$ cat config.mk
export PLATFORM = sky130hd
export DESIGN_NAME = c_token_classifier
export DESIGN_NICKNAME = d
export VERILOG_FILES = /design/src/hw/rtl/ctc_pkg.sv /design/src/hw/rtl/ctc_front.sv /design/src/hw/rtl/ctc_queue.sv /design/src/hw/rtl/ctc_back.sv /design/src/hw/rtl/c_token_classifier.sv
export SDC_FILE = /design/constraint.sdc
export NUM_CORES = 1
export LEC_CHECK = 0
export ABC_AREA = 1
export BUFFER_PORTS_ARGS = -buffer_cell sky130_fd_sc_hd__buf_2
export CAP_MARGIN = 25
export CORE_MARGIN = 1.5
export CORE_UTILIZATION = 45
export DETAILED_ROUTE_END_ITERATION = 8
export GPL_ROUTABILITY_DRIVEN = 0
export PLACE_DENSITY = 0.74
export SYNTH_ARGS = -nofsm -noshare
export SYNTH_HDL_FRONTEND = slang
export SYNTH_SLANG_ARGS = --single-unit
$ cat constraint.sdc
create_clock -name clk -period 2.5 [get_ports clk]
set_input_delay 0.375 -clock clk [delete_from_list [all_inputs] [get_ports clk]]
set_output_delay 0.375 -clock clk [all_outputs]
set_load 0.01 [all_outputs]
$ cat src/hw/rtl/ctc_pkg.sv
// Shared types, result codes and keyword tables for the token classifier.
// No dependencies; imported by every module of the block.
package ctc_pkg;

  localparam int MAX_KEYWORD_LEN   = 7;
  localparam int NUM_KEYWORDS      = 16;
  localparam int QUEUE_DEPTH_DFLT  = 4;

  typedef logic [2:0] kind_t;

  localparam kind_t K_RESERVED = 3'd0;
  localparam kind_t K_INTEGER  = 3'd1;
  localparam kind_t K_FLOAT    = 3'd2;
  localparam kind_t K_OPERATOR = 3'd3;
  localparam kind_t K_IDENT    = 3'd4;
  localparam kind_t K_EOS      = 3'd5;
  localparam kind_t K_ERROR    = 3'd6;

  // One queued event: a token kind, optionally followed by end of statement.
  typedef struct packed {
    logic  two;
    kind_t kind;
  } event_t;

  // Front to queue push.
  typedef struct packed {
    logic   valid;
    event_t ev;
  } event_push_t;

  // Queue to back head view.
  typedef struct packed {
    logic   avail;
    event_t ev;
  } event_head_t;

  function automatic logic [3:0] kw_len(input logic [3:0] k);
    logic [3:0] n;
    case (k)
      4'd0:    n = 4'd5;
      4'd1:    n = 4'd4;
      4'd2:    n = 4'd3;
      4'd3:    n = 4'd5;
      4'd4:    n = 4'd6;
      4'd5:    n = 4'd4;
      4'd6:    n = 4'd6;
      4'd7:    n = 4'd6;
      4'd8:    n = 4'd4;
      4'd9:    n = 4'd4;
      4'd10:   n = 4'd6;
      4'd11:   n = 4'd6;
      4'd12:   n = 4'd5;
      4'd13:   n = 4'd7;
      4'd14:   n = 4'd5;
      default: n = 4'd4;
    endcase
    return n;
  endfunction

  // Character pos of keyword k; text is space padded to eight bytes.
  function automatic logic [7:0] kw_byte(input logic [3:0] k, input logic [2:0] pos);
    logic [63:0] s;
    logic [5:0]  base;
    case (k)
      4'd0:    s = "const   ";
      4'd1:    s = "char    ";
      4'd2:    s = "int     ";
      4'd3:    s = "float   ";
      4'd4:    s = "double  ";
      4'd5:    s = "long    ";
      4'd6:    s = "static  ";
      4'd7:    s = "struct  ";
      4'd8:    s = "void    ";
      4'd9:    s = "enum    ";
      4'd10:   s = "extern  ";
      4'd11:   s = "return  ";
      4'd12:   s = "break   ";
      4'd13:   s = "typedef ";
      4'd14:   s = "union   ";
      default: s = "goto    ";
    endcase
    base = {3'd7 - pos, 3'b000};
    return s[base +: 8];
  endfunction

endpackage

$ cat src/hw/rtl/ctc_front.sv
// Front end: accepts characters, tracks the pending token and classifies it.
// Depends on ctc_pkg; pushes events into ctc_queue.
module ctc_front (
  input  logic                clk,
  input  logic                rst,
  input  logic                accept,
  input  logic [7:0]          ch,
  input  logic                end_of_input,
  output ctc_pkg::event_push_t push_ev
);
  import ctc_pkg::*;

  localparam logic [2:0] PH_IDLE    = 3'd0;
  localparam logic [2:0] PH_INT     = 3'd1;
  localparam logic [2:0] PH_INTDOT  = 3'd2;
  localparam logic [2:0] PH_DOT     = 3'd3;
  localparam logic [2:0] PH_DOTFRAC = 3'd4;
  localparam logic [2:0] PH_OP      = 3'd5;
  localparam logic [2:0] PH_IDENT   = 3'd6;
  localparam logic [2:0] PH_BAD     = 3'd7;

  logic [2:0]  phase, phase_next;
  logic [7:0]  first_ch, first_ch_next;
  logic [3:0]  token_length, token_length_next;
  logic [15:0] cands, cands_next;
  logic        halted, halted_next;

  logic        c_digit, c_alpha, c_op, c_space, c_semi, c_dot;
  logic [15:0] keep, len_hit;
  kind_t       tok_kind;
  logic [2:0]  add_phase;

  assign c_digit = (ch >= 8'h30) && (ch <= 8'h39);
  assign c_alpha = (ch == 8'h5F) || ((ch >= 8'h41) && (ch <= 8'h5A)) ||
                   ((ch >= 8'h61) && (ch <= 8'h7A));
  assign c_op    = (ch == 8'h2B) || (ch == 8'h2D) || (ch == 8'h2A) || (ch == 8'h2F) ||
                   (ch == 8'h3D) || (ch == 8'h21) || (ch == 8'h3C) || (ch == 8'h3E);
  assign c_space = (ch == 8'h20) || ((ch >= 8'h09) && (ch <= 8'h0D));
  assign c_semi  = (ch == 8'h3B);
  assign c_dot   = (ch == 8'h2E);

  always_comb begin
    for (int k = 0; k < NUM_KEYWORDS; k++) begin
      len_hit[k] = (kw_len(4'(k)) == token_length);
      keep[k]    = ({1'b0, token_length} < 5'(MAX_KEYWORD_LEN)) &&
                   (token_length < kw_len(4'(k))) &&
                   (kw_byte(4'(k), token_length[2:0]) == ch);
    end
  end

  always_comb begin
    case (phase)
      PH_INT:     tok_kind = K_INTEGER;
      PH_INTDOT:  tok_kind = K_FLOAT;
      PH_DOTFRAC: tok_kind = K_FLOAT;
      PH_OP:      tok_kind = K_OPERATOR;
      PH_IDENT:   tok_kind = |(cands & len_hit) ? K_RESERVED : K_IDENT;
      default:    tok_kind = K_ERROR;
    endcase
  end

  // Phase after appending ch to the pending token.
  always_comb begin
    add_phase = phase;
    case (phase)
      PH_IDLE: begin
        if (c_digit)      add_phase = PH_INT;
        else if (c_dot)   add_phase = PH_DOT;
        else if (c_op)    add_phase = PH_OP;
        else if (c_alpha) add_phase = PH_IDENT;
        else              add_phase = PH_BAD;
      end
      PH_INT: begin
        if (c_dot)         add_phase = PH_INTDOT;
        else if (!c_digit) add_phase = PH_BAD;
      end
      PH_INTDOT: begin
        if (!c_digit) add_phase = PH_BAD;
      end
      PH_DOT, PH_DOTFRAC: begin
        add_phase = c_digit ? PH_DOTFRAC : PH_BAD;
      end
      PH_OP: begin
        if (!((token_length == 4'd1) && (ch == 8'h3D) &&
              ((first_ch == 8'h3D) || (first_ch == 8'h3C) ||
               (first_ch == 8'h3E) || (first_ch == 8'h21))))
          add_phase = PH_BAD;
      end
      PH_IDENT: begin
        if (!(c_alpha || c_digit)) add_phase = PH_BAD;
      end
      default: add_phase = PH_BAD;
    endcase
  end

  always_comb begin
    phase_next        = phase;
    first_ch_next     = first_ch;
    token_length_next = token_length;
    cands_next        = cands;
    halted_next       = halted;
    push_ev           = '0;
    if (accept && !halted) begin
      if (end_of_input || c_space || c_semi) begin
        if (phase != PH_IDLE) begin
          push_ev.valid   = 1'b1;
          push_ev.ev.kind = tok_kind;
          push_ev.ev.two  = c_semi && !end_of_input && (tok_kind != K_ERROR);
          if (tok_kind == K_ERROR) halted_next = 1'b1;
        end else if (c_semi && !end_of_input) begin
          push_ev.valid   = 1'b1;
          push_ev.ev.kind = K_EOS;
        end
        phase_next        = PH_IDLE;
        first_ch_next     = '0;
        token_length_next = '0;
        cands_next        = '1;
      end else begin
        if (phase == PH_IDLE) first_ch_next = ch;
        phase_next = add_phase;
        cands_next = (add_phase == PH_IDENT) ? (cands & keep) : '0;
        if (token_length != 4'd15) token_length_next = token_length + 4'd1;
      end
    end
  end

  always_ff @(posedge clk) begin
    if (rst) begin
      phase        <= PH_IDLE;
      first_ch     <= '0;
      token_length <= '0;
      cands        <= '1;
      halted       <= 1'b0;
    end else begin
      phase        <= phase_next;
      first_ch     <= first_ch_next;
      token_length <= token_length_next;
      cands        <= cands_next;
      halted       <= halted_next;
    end
  end

endmodule

$ cat src/hw/rtl/ctc_queue.sv
// Small event queue decoupling the classifier from the result output stage.
// Depends on ctc_pkg for the event types.
module ctc_queue #(
  parameter int DEPTH = ctc_pkg::QUEUE_DEPTH_DFLT
) (
  input  logic                 clk,
  input  logic                 rst,
  input  ctc_pkg::event_push_t push_ev,
  input  logic                 take,
  output ctc_pkg::event_head_t head,
  output logic                 full
);
  import ctc_pkg::*;

  localparam int AW = (DEPTH > 1) ? $clog2(DEPTH) : 1;
  localparam int CW = $clog2(DEPTH + 1);

  event_t        slots [DEPTH];
  logic [AW-1:0] wr_ptr, rd_ptr;
  logic [CW-1:0] count;
  logic          do_wr, do_rd;

  assign full       = (count == CW'(DEPTH));
  assign head.avail = (count != '0);
  assign head.ev    = slots[rd_ptr];
  assign do_wr      = push_ev.valid;
  assign do_rd      = take && head.avail;

  always_ff @(posedge clk) begin
    if (do_wr) slots[wr_ptr] <= push_ev.ev;
  end

  always_ff @(posedge clk) begin
    if (rst) begin
      wr_ptr <= '0;
      rd_ptr <= '0;
      count  <= '0;
    end else begin
      if (do_wr) wr_ptr <= (wr_ptr == AW'(DEPTH - 1)) ? '0 : wr_ptr + 1'b1;
      if (do_rd) rd_ptr <= (rd_ptr == AW'(DEPTH - 1)) ? '0 : rd_ptr + 1'b1;
      case ({do_wr, do_rd})
        2'b10:   count <= count + 1'b1;
        2'b01:   count <= count - 1'b1;
        default: count <= count;
      endcase
    end
  end

endmodule

$ cat src/hw/rtl/ctc_back.sv
// Back end: expands queued events into result transactions in a register.
// Depends on ctc_pkg; drains ctc_queue.
module ctc_back (
  input  logic                 clk,
  input  logic                 rst,
  input  ctc_pkg::event_head_t head,
  output logic                 take,
  input  logic                 pop,
  output logic                 empty,
  output logic [2:0]           kind,
  output logic                 last
);
  import ctc_pkg::*;

  logic out_valid;
  logic eos_owed;
  logic out_free;

  assign out_free = !out_valid || pop;
  assign empty    = !out_valid;
  assign take     = out_free && !eos_owed && head.avail;

  always_ff @(posedge clk) begin
    if (rst) begin
      out_valid <= 1'b0;
      eos_owed  <= 1'b0;
    end else if (out_free) begin
      if (eos_owed) begin
        out_valid <= 1'b1;
        eos_owed  <= 1'b0;
      end else begin
        out_valid <= head.avail;
        eos_owed  <= head.avail && head.ev.two;
      end
    end
  end

  always_ff @(posedge clk) begin
    if (out_free) begin
      if (eos_owed) begin
        kind <= K_EOS;
        last <= 1'b1;
      end else begin
        kind <= head.ev.kind;
        last <= !head.ev.two;
      end
    end
  end

endmodule

$ cat src/hw/rtl/c_token_classifier.sv
// Top level of the streaming token classifier: front, event queue, back.
// Depends on ctc_pkg, ctc_front, ctc_queue and ctc_back.
//
//   channel  | handshake    | fields
//   ---------+--------------+------------------------
//   input    | push / full  | ch[7:0], end_of_input
//   result   | empty / pop  | kind[2:0], last
//
// One character is taken per cycle while full is low; a semicolon after a
// token makes two results, which the output register drains one per cycle
// while pop is high. A result passes through the event queue and then the
// output register before it reaches the ports.
// full rises only when the event queue (QUEUE_DEPTH entries) fills.
// Synchronous reset clears token state, the halt flag and the queue.
module c_token_classifier #(
  parameter int QUEUE_DEPTH = ctc_pkg::QUEUE_DEPTH_DFLT
) (
  input  logic       clk,
  input  logic       rst,
  input  logic       push,
  output logic       full,
  input  logic [7:0] ch,
  input  logic       end_of_input,
  output logic       empty,
  input  logic       pop,
  output logic [2:0] kind,
  output logic       last
);
  import ctc_pkg::*;

  event_push_t push_ev;
  event_head_t head;
  logic        take;
  logic        accept;

  assign accept = push && !full;

  ctc_front u_front (
    .clk          (clk),
    .rst          (rst),
    .accept       (accept),
    .ch           (ch),
    .end_of_input (end_of_input),
    .push_ev      (push_ev)
  );

  ctc_queue #(
    .DEPTH (QUEUE_DEPTH)
  ) u_queue (
    .clk     (clk),
    .rst     (rst),
    .push_ev (push_ev),
    .take    (take),
    .head    (head),
    .full    (full)
  );

  ctc_back u_back (
    .clk   (clk),
    .rst   (rst),
    .head  (head),
    .take  (take),
    .pop   (pop),
    .empty (empty),
    .kind  (kind),
    .last  (last)
  );

endmodule

==> flow_summary.toml <==
[floorplanning]
ioPinCount = 19
rows = 36
die_x_um = 104
fp.dieH_um = 104
start_util_pct = 46.7
fp.coreArea_mm2 = 0.00986
dieArea_mm2 = 0.0108

[sta]
relSlewSlack_pct = 63.6
hold_viol = 0
grt_setup_unrepaired = "no"
finalSetupTns_ns = 0
worst_slew_pin_slew_ns = 0.541
min_period_over_period_pct = 93.5
setup_viol = 0
period_needed_ns = 2.34
skew_ns = 0.0124
fmax_mhz = 428
drv_slew = 0

[yosys]
yosys_register_bits = 63
yosysUniqueCellTypes = 43
synth-warning-count = 0
async_flop_share_pct = 0
synth_edf_count = 20
syn_inst = 679
syn_area_per_cell_um2 = 6.78
ys.flop_type = "dfxtp_1"
syn_area_mm2 = 0.00460
syn_nets = 709
ys_seq_area_share_pct = 31.7

[global_routing]
grt.total_usage_pct = 24.5
grt_pass1_vias = 4510
grt_overflow = 0
grt_pass1_wl_um = 21600
grt_antenna_before_repair = 0
grt_max_degree = 32

[finish]
finalInstanceArea_mm2 = 0.00508
layout.nets = 735
drive_gt1_share_pct = 13.1
area_growth_syn_to_layout_pct = 10.2
fillers = 972
multi_input_area_mm2 = 0.00268
register_area_mm2 = 0.00146
antenna_cells = 0

[critical_path]
cp_top_family = "simple AND/OR/NAND/NOR gates"
path_common_cell = "nand2_1"
worst-path-stages = 11
rr_endpoint = "u_front.cands[1]"
worstPathBufferInverterCount = 2
critical_path_class = "flip-flop to flip-flop"
path_max_fanout = 8
max_stage_delay_ns = 0.47
critPathSlowestCell = "dfxtp_1"
critPathCaptureType = "flip-flop"
start_kind = "flip-flop"
rrSetupSlack_ns = 0.16
r2r-start = "u_front.token_length[1]"
crit_arrival_ns = 2.63
r2r_cells = 11
cp_data_required_time_ns = 2.79
cp_cell_sequence = "inv_1 -> ha_1 -> nand2_1 -> inv_1 -> nand2_1 -> nand2_1 -> nor2_1 -> nand4_1 -> nor3_1 -> nand3_1 -> nand2_1"

[route]
initialDrtViolationCount = 426
wire_per_inst_um = 15.5
ant_nets = 0
drt-met1-wl_um = 5370
dr.max_layer_used = "met4"
firstDrtPassIters = 8
totalWireLength_um = 13100
wl_met3_um = 1350
via_per_inst = 5.66
route.met2.wl_um = 5830
vias = 4771
drc = 0

[worst_hold_path]
hold_class = "input port to flip-flop"
hold_depth = 4
min_to = "u_back.eos_owed"
holdCritStartpoint = "pop"

[run_status]
outcome = "finished clean"

[cts]
clockRootBuffer = "clkbuf_8"
ctsResizeCount = 0
htreeDepth = 3
clkSinkCount = 63
clock_path_buffers = 2
clk_latency_ns = 0.35
cts_made_buffers = 9
clk_pin_slew_ns = 0.08
cts_setup_buffers = 0
cts_hold_buffers = 0
cts_tree = "done"

[place]
placed_area_mm2 = 0.00488
io_buffers = 18
place_hpwl_um = 9680

[pwr]
power.density_mw_per_mm2 = 697
peakVddDrop_mv = 0.308
leakage_nw = 2.23

[run]
max_cap_violations = 0
[cells in the mapped netlist, types with 12 or more instances]
cell type / instances / share of area [%]
nand3_1: 61 / 6.6
dfxtp_1: 43 / 19
buf_2: 12 / 1.3
o21ai_0: 32 / 3.5
edfxtp_1: 20 / 13
nor3_1: 20 / 2.2
nor2_1: 92 / 7.5
ha_1: 16 / 4.3
nand4_1: 15 / 2.0
a21oi_1: 52 / 5.7
nand2_1: 142 / 12
xor2_1: 25 / 4.8
inv_1: 67 / 5.5
[power by group]
part	switching (mW)	internal, mW	total, mW
Sequential	0.132	1.24	1.38
Combinational	0.831	0.420	1.25
Clock	0.449	0.462	0.911
[worst min-delay path, delay by kind of cell]
family / cells / cell delay (ns)
simple gates: 2 / 0.10
compound gates: 1 / 0.06
buf+inv: 1 / 0.07
[how the worst max path moves through the flow]
stage | from | to | slack [ns]
final | u_front.token_length[1] | u_front.cands[1] | 0.16
after global placement | ch[6] | u_queue.count[2] | 0.15
after CTS | u_front.token_length[1] | u_front.cands[1] | 0.30
after floorplan | ch[2] | u_queue.count[2] | 0.13
after global routing | u_front.token_length[1] | u_front.cands[1] | 0.10
after detailed placement | ch[2] | u_queue.count[2] | 0.12
[area by class of cell]
cell class,count,area share (%)
repair buffers,43,5.47
multi-input cells,510,52.7
inverters,78,5.87
clock inverters,7,1.43
well taps,133,3.28
flip-flops and latches,63,28.8
clock buffers,9,2.44
[layer usage]
metal  up-vias  GRT usage, %
met3        67          5.83
met4         0          11.8
met2       279          39.5
li1       2291             -
met5         -             0
met1      2134          30.7
[logic make-up after synthesis]
logic type,after synthesis,share of synthesized area [%]
and+or+nand+nor,360,35.3
AOI/OAI and AO/OA,107,13.1
buffers and inverters,106,10.1
DFF,63,31.7
xor gates and xnor gates,26,4.95
adders and majority gates,17,4.78
[flip-flops by register name, summed over array words and instances (netlist names), named ones only]
name                  cells
u_front.cands            16
u_back.eos_owed           1
u_queue.wr_ptr            2
u_front.halted            1
u_queue.count             3
u_front.token_length      4
u_front.first_ch          8
u_back.kind               3
u_back.last               1
u_queue.slots            16
u_back.out_valid          1
u_front.phase             3
u_queue.rd_ptr            2
[placed cells by master (no fill, tap or decap), types with 2 or more instances in the layout]
master      count
a211oi_1        2
a21oi_1        52
buf_2          18
buf_4          25
clkbuf_8        9
clkinv_2        2
clkinvlp_4      2
dfxtp_1        43
edfxtp_1       20
ha_1           16
inv_1          67
inv_2           8
inv_4           2
nand2_1       142
nand2_2         9
nand3_1        61
nand3_2         2
nand3b_1        2
nand4_1        15
nor2_1         92
nor2_2          3
nor2_4          4
nor3_1         20
nor3_2          2
nor3b_1         3
nor4_1          3
o2111ai_1       4
o211ai_1        4
o21ai_0        32
o221ai_1        2
o22ai_1         5
xor2_1         25
[metrics by stage]
stage	cells	utilization (%)	power (mW)	worst slack [ns]	hold slack, ns
floorplan	679	-	2.29	0.128	0.435
global placement	827	49.5	2.58	0.147	0.452
global route	843	51.5	3.77	0.101	0.329
CTS	843	51.5	3.53	0.295	0.309
detailed placement	827	49.5	2.63	0.119	0.453
finish	843	51.5	3.54	0.162	0.318
No activity file was read; power rests on OpenSTA's default activity.
